File: src/rvl_pkg.sv
// ----------------------------------------------------------------------------
// rvl_pkg
// Shared types and constants of the recent value list.
// ----------------------------------------------------------------------------
package rvl_pkg;

  localparam int DEPTH_DEF      = 4;
  localparam int VALUE_BITS_DEF = 5;
  localparam int REQ_BITS       = 2;

  typedef enum logic [REQ_BITS-1:0] {
    REQ_PUSH   = 2'd0,
    REQ_LOOKUP = 2'd1,
    REQ_DROP   = 2'd2
  } req_type_t;

  typedef enum logic [1:0] {
    ST_IDLE = 2'b01,
    ST_EXEC = 2'b10
  } ctrl_state_t;

  typedef struct packed {
    logic load;
    logic exec;
  } dp_cmd_t;

endpackage

File: src/rvl_ctrl.sv
// ----------------------------------------------------------------------------
// rvl_ctrl
// Controller: takes a request, issues one execute step, holds the result flag.
// ----------------------------------------------------------------------------
module rvl_ctrl
  import rvl_pkg::*;
(
  input  logic    clk,
  input  logic    rst_n,
  input  logic    in_valid,
  output logic    in_ready,
  output logic    out_valid,
  input  logic    out_ready,
  output dp_cmd_t cmd
);

  ctrl_state_t state_r, state_nxt;
  logic        out_valid_r, out_valid_nxt;
  logic        out_free;

  assign out_free  = !out_valid_r || out_ready;
  assign in_ready  = (state_r == ST_IDLE);
  assign out_valid = out_valid_r;

  always_comb begin
    state_nxt     = state_r;
    out_valid_nxt = out_valid_r;
    cmd.load      = 1'b0;
    cmd.exec      = 1'b0;
    if (out_valid_r && out_ready) begin
      out_valid_nxt = 1'b0;
    end
    case (state_r)
      ST_IDLE: begin
        if (in_valid) begin
          cmd.load  = 1'b1;
          state_nxt = ST_EXEC;
        end
      end
      ST_EXEC: begin
        // hold until the result register is free
        if (out_free) begin
          cmd.exec      = 1'b1;
          out_valid_nxt = 1'b1;
          state_nxt     = ST_IDLE;
        end
      end
      default: begin
        state_nxt = ST_IDLE;
      end
    endcase
  end

  always_ff @(posedge clk) begin
    if (!rst_n) begin
      state_r     <= ST_IDLE;
      out_valid_r <= 1'b0;
    end else begin
      state_r     <= state_nxt;
      out_valid_r <= out_valid_nxt;
    end
  end

endmodule

File: src/rvl_datapath.sv
// ----------------------------------------------------------------------------
// rvl_datapath
// Slot storage, push / lookup / drop logic and the result register.
// ----------------------------------------------------------------------------
module rvl_datapath
  import rvl_pkg::*;
#(
  parameter int DEPTH      = DEPTH_DEF,
  parameter int VALUE_BITS = VALUE_BITS_DEF
) (
  input  logic                  clk,
  input  logic                  rst_n,
  input  dp_cmd_t               cmd,
  input  logic [REQ_BITS-1:0]   in_req_type,
  input  logic [VALUE_BITS-1:0] in_value,
  output logic                  out_found_valid,
  output logic [VALUE_BITS-1:0] out_found_value
);

  localparam int IDX_W = (DEPTH > 1) ? $clog2(DEPTH) : 1;

  logic [REQ_BITS-1:0]   req_r;
  logic [VALUE_BITS-1:0] val_r;

  logic [VALUE_BITS-1:0] slot_value_r   [DEPTH];
  logic [VALUE_BITS-1:0] slot_value_nxt [DEPTH];
  logic [DEPTH-1:0]      slot_used_r, slot_used_nxt;

  logic                  found_valid_r, found_valid_nxt;
  logic [VALUE_BITS-1:0] found_value_r, found_value_nxt;

  always_comb begin
    logic [IDX_W-1:0]      push_n;
    logic                  push_hit;
    logic                  m_hit;
    logic [IDX_W-1:0]      m_idx;
    logic [DEPTH-1:0]      used2;
    logic [VALUE_BITS-1:0] val2 [DEPTH];
    logic                  hole_hit;
    logic [IDX_W-1:0]      hole;
    logic                  last_hit;
    logic [IDX_W-1:0]      last;

    slot_value_nxt  = slot_value_r;
    slot_used_nxt   = slot_used_r;
    found_valid_nxt = 1'b0;
    found_value_nxt = '0;

    // push: first empty slot, or the last one when full
    push_hit = 1'b0;
    push_n   = IDX_W'(DEPTH - 1);
    for (int i = 0; i < DEPTH; i++) begin
      if (!push_hit && !slot_used_r[i]) begin
        push_hit = 1'b1;
        push_n   = IDX_W'(i);
      end
    end

    // drop: clear first match, then find the first hole and the last used slot behind it
    m_hit = 1'b0;
    m_idx = '0;
    for (int i = 0; i < DEPTH; i++) begin
      if (!m_hit && slot_used_r[i] && slot_value_r[i] == val_r) begin
        m_hit = 1'b1;
        m_idx = IDX_W'(i);
      end
    end
    used2 = slot_used_r;
    val2  = slot_value_r;
    if (m_hit) begin
      used2[m_idx] = 1'b0;
      val2[m_idx]  = '0;
    end
    hole_hit = 1'b0;
    hole     = '0;
    for (int i = 0; i < DEPTH; i++) begin
      if (!hole_hit && !used2[i]) begin
        hole_hit = 1'b1;
        hole     = IDX_W'(i);
      end
    end
    last_hit = 1'b0;
    last     = '0;
    for (int i = 0; i < DEPTH; i++) begin
      if (hole_hit && IDX_W'(i) > hole && used2[i]) begin
        last_hit = 1'b1;
        last     = IDX_W'(i);
      end
    end

    if (cmd.exec) begin
      case (req_r)
        REQ_PUSH: begin
          for (int i = 1; i < DEPTH; i++) begin
            if (IDX_W'(i) <= push_n) begin
              slot_value_nxt[i] = slot_value_r[i-1];
              slot_used_nxt[i]  = slot_used_r[i-1];
            end
          end
          slot_value_nxt[0] = val_r;
          slot_used_nxt[0]  = 1'b1;
        end
        REQ_LOOKUP: begin
          for (int i = 0; i < DEPTH; i++) begin
            if (!found_valid_nxt && slot_used_r[i] && slot_value_r[i] != val_r) begin
              found_valid_nxt = 1'b1;
              found_value_nxt = slot_value_r[i];
            end
          end
        end
        REQ_DROP: begin
          slot_used_nxt  = used2;
          slot_value_nxt = val2;
          if (hole_hit) begin
            if (last_hit) begin
              slot_value_nxt[hole] = val2[last];
              slot_used_nxt[hole]  = 1'b1;
            end
            for (int i = 0; i < DEPTH; i++) begin
              if (IDX_W'(i) > hole) begin
                slot_used_nxt[i]  = 1'b0;
                slot_value_nxt[i] = '0;
              end
            end
          end
        end
        default: begin
        end
      endcase
    end
  end

  always_ff @(posedge clk) begin
    if (!rst_n) begin
      slot_used_r <= '0;
      for (int i = 0; i < DEPTH; i++) begin
        slot_value_r[i] <= '0;
      end
    end else begin
      slot_used_r  <= slot_used_nxt;
      slot_value_r <= slot_value_nxt;
    end
  end

  always_ff @(posedge clk) begin
    if (cmd.load) begin
      req_r <= in_req_type;
      val_r <= in_value;
    end
    if (cmd.exec) begin
      found_valid_r <= found_valid_nxt;
      found_value_r <= found_value_nxt;
    end
  end

  assign out_found_valid = found_valid_r;
  assign out_found_value = found_value_r;

endmodule

File: src/recent_value_list_top.sv
// ----------------------------------------------------------------------------
// recent_value_list_top
// Most-recently-used list of small values with push, lookup and drop.
// ----------------------------------------------------------------------------
// Each request is captured in the idle state, then the controller's single
// execute step scans and updates all slots in parallel.
// A new request is taken while the previous result still waits at the output
// register; the execute step waits only while that register holds a result
// that is not taken in the same cycle.
// Every request, push, lookup, drop or unused type, yields exactly one result.
module recent_value_list_top
  import rvl_pkg::*;
#(
  parameter int DEPTH      = DEPTH_DEF,
  parameter int VALUE_BITS = VALUE_BITS_DEF
) (
  input  logic                  clk,
  input  logic                  rst_n,
  input  logic                  in_valid,
  output logic                  in_ready,
  input  logic [REQ_BITS-1:0]   in_req_type,
  input  logic [VALUE_BITS-1:0] in_value,
  output logic                  out_valid,
  input  logic                  out_ready,
  output logic                  out_found_valid,
  output logic [VALUE_BITS-1:0] out_found_value
);

  dp_cmd_t cmd;

  rvl_ctrl u_ctrl (
    .clk       (clk),
    .rst_n     (rst_n),
    .in_valid  (in_valid),
    .in_ready  (in_ready),
    .out_valid (out_valid),
    .out_ready (out_ready),
    .cmd       (cmd)
  );

  rvl_datapath #(
    .DEPTH      (DEPTH),
    .VALUE_BITS (VALUE_BITS)
  ) u_datapath (
    .clk             (clk),
    .rst_n           (rst_n),
    .cmd             (cmd),
    .in_req_type     (in_req_type),
    .in_value        (in_value),
    .out_found_valid (out_found_valid),
    .out_found_value (out_found_value)
  );

endmodule
File: config.mk
export PLATFORM = sky130hd
export DESIGN_NAME = recent_value_list_top
export DESIGN_NICKNAME = d
export VERILOG_FILES = /design/src/rvl_pkg.sv /design/src/rvl_ctrl.sv /design/src/rvl_datapath.sv /design/src/recent_value_list_top.sv
export SDC_FILE = /design/constraint.sdc
export NUM_CORES = 1
export LEC_CHECK = 0
export BUFFER_PORTS_ARGS = -buffer_cell sky130_fd_sc_hd__buf_2
export CAP_MARGIN = 20
export CORE_ASPECT_RATIO = 1.4
export CORE_MARGIN = 2
export CORE_UTILIZATION = 25
export CTS_BUF_LIST = sky130_fd_sc_hd__clkbuf_2 sky130_fd_sc_hd__clkbuf_4 sky130_fd_sc_hd__clkbuf_8
export CTS_CLUSTER_SIZE = 12
export DETAILED_ROUTE_END_ITERATION = 10
export GPL_TIMING_DRIVEN = 0
export PLACE_DENSITY = 0.42
export SYNTH_ARGS = -nofsm -noshare
export SYNTH_HDL_FRONTEND = slang
export SYNTH_SLANG_ARGS = --single-unit
File: constraint.sdc
create_clock -name clk -period 3 [get_ports clk]
set_clock_uncertainty 0.15 [all_clocks]
set_input_delay 0.15 -clock clk [delete_from_list [all_inputs] [get_ports clk]]
set_output_delay 0.15 -clock clk [all_outputs]
set_load 0.01 [all_outputs]
==> implementation parameters, run 1 <==
Parameter                              Value

Timing
  Final setup slack of the worst path    -0.0204 ns
  Rel. slew slack    0.444
  Fin crit period    3.02 ns
  Worst-margin pin slew    0.830 ns
  Finish-stage setup viols    1
  Max-slew violations    0
  Final clock period utilization by the worst path    1.01
  Setup repair after global routing missed its margin    yes
  Fin. Hold Viols    0
  Max frequency    331 MHz
  Setup TNS    -0.0204 ns

Synth
  Count of unique library cells instantiated by Yosys    57
  Seq cells post-synth    40
  Multiplexer share of the synthesized area    0
  Dominant combinational cell family by area after synthesis    compound AO/OA/AOI/OAI gates
  Total nets after synthesis    333
  Sequential-to-total area share from yosys stat    0.349
  Fraction of the mapped netlist area in adder cells    0
  Synthesized area per cell    8.28 sq um
  Predominant post-synthesis flop cell    sky130_fd_sc_hd__dfxtp_1
  Area fraction in compound gates after synthesis    0.303
  Synth Instances    322
  Count of yosys warnings during synthesis    0
  Fraction of registers with async set or reset after synthesis    0
  Post-Synthesis Cell Area    2670 sq um
  Post-Synth XOR/XNOR Area    0.0657
  Count of flip-flops with a built-in enable after synthesis    13
  Area share of and/or/nand/nor cells after synthesis    0.243

Pwr
  Total leakage power    1.24 nW
  Power per standard cell area    325 nW/um^2
  Peak supply drop    0.158 mV
  Total power draw    1.16 mW

Status
  Run status    complete, but fails checks
  Failing checks    setup timing

Hold path
  Count of cells along the worst hold path    5
  Capture endpoint of the worst hold path    u_datapath.slot_value_r[11]
  Beginning of the worst hold path    rst_n
  Class of the worst hold path    input port to register

Critical path
  Critical R2R Capture    u_datapath.slot_value_r[10]
  Launching element of the worst setup path    u_datapath.val_r[0]
  Critical register-to-register path startpoint    u_datapath.val_r[0]
  Highest fanout seen on the critical path    5
  Slack of the worst reg-to-reg path    -0.02 ns
  Crit. End Element    register
  Worst EP arrival    3.09 ns
  Type of origin of the critical path    register
  Depth of the worst register-to-register path    11
  Crit path required time    3.07 ns
  Path type of the worst setup path    register to register

Drt
  Average detailed-routed wire length per instance    19.5 um
  DR vias    2844
  DRC violation total after the first TritonRoute iteration    254
  Detailed-router iteration count before antenna repair    6
  Overall routed net length    10000 um
  Drt drc    0
  Average vias per placed instance    5.51
  Number of antenna-violating nets in the routed design    0

Global routing
  Global-route wire length before repair    15400 um
  Overflow left after global routing    0
  All-layer global routing usage    0.175
  Initial antenna violation count    0
  Via count of the first global-routing pass    2732
  Largest net degree at the start of global routing    14

Clocking
  Clock edge transition at the registers on the reported setup and hold paths    0.09 ns
  Skew-Pair Late Insertion Delay    0.32 ns
  Number of clock buffers inserted by TritonCTS    5
  Clock root buffer master    sky130_fd_sc_hd__clkbuf_8
  CTS max path bufs    2
  H-Tree Level Count    2
  CTS tree    done
  # clock sinks    40

Placement
  Number of port buffers    18
  Dpl cells    478
  Dpl cell area    2930 sq um
  Weighted congestion at the end of routability-driven global placement    0.942
  Detail Placement HPWL    7200 um

Die
  Placement Rows    44
  Die Width    91.3 um
  Die height    126 um
  Floorplan die area    11500 sq um
  Number of top-level pins    19
  Initial cell density of the core    0.256
  Area of the core    10400 sq um

Finish
  Total number of nets in the final design    388
  Non-filler instance count after layout    516
  Synth-to-Final Area Change    34.1%
  Layout cells sized above 1    0.270
  Fin area    3570 sq um
  Diode count    0

Flow run
  Number of maximum-capacitance violations    0
-- how the worst max path moves through the flow --
stage,endpoint,slack (ns),cells after the start
2_1_floorplan,u_datapath.slot_value_r[10],0.27,9
3_3_place_gp,u_datapath.slot_value_r[6],-0.56,9
3_5_place_dp,u_datapath.slot_value_r[6],-0.46,10
4_1_cts,u_datapath.slot_value_r[13],0.009,11
5_1_grt,u_datapath.slot_value_r[10],-0.1,10
6_report,u_datapath.slot_value_r[10],-0.02,11
-- cells by family after synthesis --
family,Yosys count
buf+inv,22
flops,40
simple gates,123
compound gates,117
xor+xnor,20
-- synth_stat cells, types with 3 or more instances --
cell type	count	share of area
sky130_fd_sc_hd__a31oi_1	6	0.014
sky130_fd_sc_hd__o21a_1	5	0.014
sky130_fd_sc_hd__a21oi_1	28	0.053
sky130_fd_sc_hd__a22oi_1	8	0.023
sky130_fd_sc_hd__nand4_1	4	0.0094
sky130_fd_sc_hd__and3_1	4	0.0094
sky130_fd_sc_hd__xnor2_1	11	0.036
sky130_fd_sc_hd__o21ai_0	21	0.039
sky130_fd_sc_hd__o21ai_1	3	0.0056
sky130_fd_sc_hd__o211ai_1	5	0.014
sky130_fd_sc_hd__nand3_1	16	0.030
sky130_fd_sc_hd__clkbuf_1	12	0.017
sky130_fd_sc_hd__buf_2	5	0.0094
sky130_fd_sc_hd__a211oi_1	6	0.017
sky130_fd_sc_hd__a21boi_0	4	0.011
sky130_fd_sc_hd__nand2b_1	4	0.0094
sky130_fd_sc_hd__edfxtp_1	13	0.15
sky130_fd_sc_hd__or3_1	4	0.0094
sky130_fd_sc_hd__nor2_1	28	0.039
sky130_fd_sc_hd__dfxtp_1	27	0.20
sky130_fd_sc_hd__nor3_1	5	0.0094
sky130_fd_sc_hd__nand2_1	35	0.049
sky130_fd_sc_hd__a32o_1	3	0.011
sky130_fd_sc_hd__nor2b_1	3	0.0070
sky130_fd_sc_hd__and4_1	3	0.0099
sky130_fd_sc_hd__xor2_1	9	0.030
sky130_fd_sc_hd__a221o_1	3	0.011
sky130_fd_sc_hd__a221oi_1	5	0.016
sky130_fd_sc_hd__o31ai_1	3	0.0085
-- placed cells by master (no fill, tap or decap), types with 4 or more instances in the layout --
master                          count
sky130_fd_sc_hd__buf_6              9
sky130_fd_sc_hd__a31oi_1            6
sky130_fd_sc_hd__clkbuf_1          10
sky130_fd_sc_hd__o21a_1             5
sky130_fd_sc_hd__xnor2_1            7
sky130_fd_sc_hd__xor2_1             9
sky130_fd_sc_hd__dlygate4sd3_1      8
sky130_fd_sc_hd__a21oi_1           26
sky130_fd_sc_hd__xnor2_2            4
sky130_fd_sc_hd__o21ai_1            4
sky130_fd_sc_hd__nand2_1           34
sky130_fd_sc_hd__nor3_2             4
sky130_fd_sc_hd__nand4_1            4
sky130_fd_sc_hd__clkbuf_8           5
sky130_fd_sc_hd__buf_2             19
sky130_fd_sc_hd__nor2_1            28
sky130_fd_sc_hd__nand3_1           14
sky130_fd_sc_hd__nand2b_1           4
sky130_fd_sc_hd__buf_4             18
sky130_fd_sc_hd__edfxtp_1          13
sky130_fd_sc_hd__o21ai_0           17
sky130_fd_sc_hd__dfxtp_1           23
sky130_fd_sc_hd__or3_1              4
sky130_fd_sc_hd__a21boi_0           4
sky130_fd_sc_hd__dfxtp_2            4
sky130_fd_sc_hd__a221oi_1           5
sky130_fd_sc_hd__a22oi_1            7
sky130_fd_sc_hd__o211ai_1           5
-- layer usage --
metal  vias to the layer above  GRT usage  part of all wire
met2                       101      0.305              0.51
met4                         0     0.0989             0.047
met1                      1375      0.200              0.40
li1                       1338          -                 -
met3                        30     0.0317             0.044
met5                         -          0                 0
-- flip-flops by register name (all words and copies together), names as in the netlist --
register                    flops
u_datapath.slot_value_r        20
u_datapath.out_found_value      5
u_datapath.val_r                5
u_datapath.slot_used_r          4
u_ctrl.state_r                  2
u_datapath.req_r                2
u_ctrl.out_valid                1
u_datapath.out_found_valid      1
-- through the flow --
step	hold WS, ns	util	setup WS [ns]
floorplan	0.0989	-	0.273
global placement	0.178	0.281	-0.561
detailed placement	0.178	0.281	-0.460
CTS	0.0482	0.328	0.00948
global route	0.106	0.344	-0.0964
finish	0.0448	0.344	-0.0204
-- power breakdown --
group | total [mW] | internal [mW] | switching [mW]
combinational | 0.117 | 0.0519 | 0.0647
sequential | 0.577 | 0.569 | 0.00880
clock | 0.468 | 0.247 | 0.221
total | 1.16 | 0.867 | 0.295
-- worst max-delay path, cell delays in order, from the launching register on --
cell	delay, ns
sky130_fd_sc_hd__edfxtp_1	0.38
sky130_fd_sc_hd__buf_6	0.15
sky130_fd_sc_hd__xnor2_2	0.12
sky130_fd_sc_hd__nand4_1	0.22
sky130_fd_sc_hd__buf_4	0.17
sky130_fd_sc_hd__nor3b_4	0.05
sky130_fd_sc_hd__buf_6	0.13
sky130_fd_sc_hd__or4_4	0.49
sky130_fd_sc_hd__and3_4	0.22
sky130_fd_sc_hd__a32o_2	0.27
sky130_fd_sc_hd__o31a_1	0.32
sky130_fd_sc_hd__o31a_1	0.24
-- final cells by class --
type                    count  area (sq um)
well taps                 138           173
clock inverters             3          42.5
plain buffers              18           118
inverters                   3          11.3
multi-input cells         260          1850
fillers                  1088          6830
flip-flops and latches     40           936
clock buffers               5          68.8
repair buffers             49           379
-- what timing repair did --
| action | CTS | global route |
|---|---|---|
| pin swaps | 14 | 17 |
| buffers inserted | 16 | 7 |
| hold buffers | 8 | 0 |
| endpoints found under the setup margin | 22 | 22 |
| endpoints found under the hold margin | 8 | 0 |
| resized for setup | 34 | 29 |
No activity file was read; power rests on OpenSTA's default activity.
==> inputs of run 2 (changes only) <==
CORE_ASPECT_RATIO = 1.2   (was 1.4)
CTS_CLUSTER_DIAMETER = 100   (was not set)
clock period = 3.9 ns   (was 3 ns; I/O delays follow)
==> run 2 against run 1 <==
Net effect: non-clock buffer count down 22; power fell by 25%; the flow now finishes without violations; fmax is 12% lower; critical path type unchanged; largest cell class unchanged; count of clock-buffer cells in the layout unchanged.
==> implementation parameters, run 2 (same netlist as run 1, synthesis figures left out) <==
Parameter                              Value

Pwr
  Peak supply drop    0.130 mV
  Total leakage power    1.05 nW
  Total power draw    0.872 mW
  Power per standard cell area    281 nW/um^2

Global routing
  Overflow left after global routing    0
  Via count of the first global-routing pass    2563
  Largest net degree at the start of global routing    14
  Global-route wire length before repair    14600 um
  Initial antenna violation count    0
  All-layer global routing usage    0.168

Timing
  Max-slew violations    0
  Final clock period utilization by the worst path    0.878
  Setup TNS    0 ns
  Fin crit period    3.42 ns
  Rel. slew slack    0.318
  Max frequency    292 MHz
  Finish-stage setup viols    0
  Setup repair after global routing missed its margin    no
  Worst-margin pin slew    1.02 ns
  Fin. Hold Viols    0

Clocking
  Number of clock buffers inserted by TritonCTS    5
  CTS tree    done
  CTS max path bufs    2
  # clock sinks    40
  Setup fix buffers added after clock tree synthesis    0
  Clock edge transition at the registers on the reported setup and hold paths    0.08 ns
  Clock root buffer master    sky130_fd_sc_hd__clkbuf_8
  H-Tree Level Count    2
  Skew-Pair Late Insertion Delay    0.31 ns

Drt
  Detailed-router iteration count before antenna repair    4
  Drt drc    0
  DRC violation total after the first TritonRoute iteration    183
  Number of antenna-violating nets in the routed design    0
  Overall routed net length    9390 um
  Average detailed-routed wire length per instance    19.4 um
  Average vias per placed instance    5.43
  DR vias    2632

Placement
  Detail Placement HPWL    7020 um
  Weighted congestion at the end of routability-driven global placement    0.928
  Number of port buffers    18

Critical path
  Crit-path cells    buf_2, xnor2_1, nand4_1, nor3b_2, a22oi_1, o21ai_1, buf_2, a21oi_1, o32ai_1, o211ai_1
  Highest fanout seen on the critical path    10
  Type of origin of the critical path    register
  Path type of the worst setup path    register to register
  Worst EP arrival    3.45 ns
  Crit. End Element    register
  Slowest library cell on the worst path    sky130_fd_sc_hd__o32ai_1
  Crit path required time    3.92 ns
  Most used cell, CP    sky130_fd_sc_hd__buf_2
  Critical Path Max Stage Delay    0.51 ns

Hold path
  Class of the worst hold path    input port to register

Finish
  Diode count    0
  Leading cell types in the layout, fill and taps excluded    35 x sky130_fd_sc_hd__nand2_1, 28 x sky130_fd_sc_hd__nor2_1, 28 x sky130_fd_sc_hd__a21oi_1, 27 x sky130_fd_sc_hd__dfxtp_1, 23 x sky130_fd_sc_hd__buf_2
  Most frequent standard cell in the layout excluding fill and tap cells    sky130_fd_sc_hd__nand2_1
  Synth-to-Final Area Change    16.5%
  Number of flip-flops in the largest register    20
  Total number of nets in the final design    366
  Layout cells sized above 1    0.129
  Largest reg by FF count    u_datapath.slot_value_r

Die
  Initial cell density of the core    0.255
  Die Width    98.3 um
  Placement Rows    41
  Floorplan die area    11500 sq um
  Area of the core    10500 sq um
  Number of top-level pins    19
  Die height    117 um

Flow run
  Number of maximum-capacitance violations    0

Status
  Run status    complete, no violations
-- run 2: area by class of cell --
class	count	area, sq um
Buffer	19	92.6
Clock buffer	5	68.8
Clock inverter	3	42.5
Fill cell	1147	7360
Inverter	3	11.3
Multi-Input combinational cell	260	1630
Sequential cell	40	931
Tap cell	129	161
Timing Repair Buffer	26	168
-- run 2: worst max-delay path: cells and delay by family, from the launching register on --
kind	cells	cell delay (ns)
compound gates	5	1.41
xor+xnor	1	0.14
buf+inv	2	0.47
flops	1	0.36
simple gates	2	0.74
-- run 2: repair_timing --
item	4_1_cts	5_1_grt
hold buffers	7	0
gates resized for setup	0	0
hold endpoints to repair	7	0
-- run 2: path summary, 6_finish.rpt --
check             cells past startpoint           startpoint                         end  slack (ns)
hold reg to reg                       2     u_ctrl.out_valid            u_ctrl.out_valid        0.36
setup / recovery                     10  u_datapath.val_r[0]  u_datapath.slot_value_r[6]        0.48
hold / removal                        3            out_ready            u_ctrl.out_valid        0.04
setup reg to reg                     10  u_datapath.val_r[0]  u_datapath.slot_value_r[6]        0.48
-- run 2: stage by stage --
| stage | area, sq um | setup slack [ns] | instances | hold slack [ns] | util |
|---|---|---|---|---|---|
| after global placement | 2920 | 0.358 | 469 | 0.222 | 0.279 |
| after floorplan | 2670 | 1.17 | 322 | 0.144 | - |
| after CTS | 3100 | 0.427 | 484 | 0.0225 | 0.296 |
| after global routing | 3110 | 0.102 | 485 | 0.0605 | 0.297 |
| final | 3110 | 0.476 | 485 | 0.0354 | 0.297 |
| after detailed placement | 2920 | 0.436 | 469 | 0.223 | 0.279 |
-- run 2: metal layers --
layer | vias up | track usage | part of all wire
met5 | - | 0 | 0
met4 | 0 | 0.0840 | 0.033
met3 | 22 | 0.0309 | 0.038
met2 | 74 | 0.299 | 0.48
met1 | 1244 | 0.196 | 0.45
li1 | 1292 | - | -
-- run 2: power by group --
group	switching (mW)	internal [mW]	total, mW	leakage [nW]
clock	0.166	0.190	0.356	0.0558
combinational	0.0452	0.0281	0.0733	0.642
sequential	0.00611	0.437	0.443	0.348
total	0.217	0.655	0.872	1.05
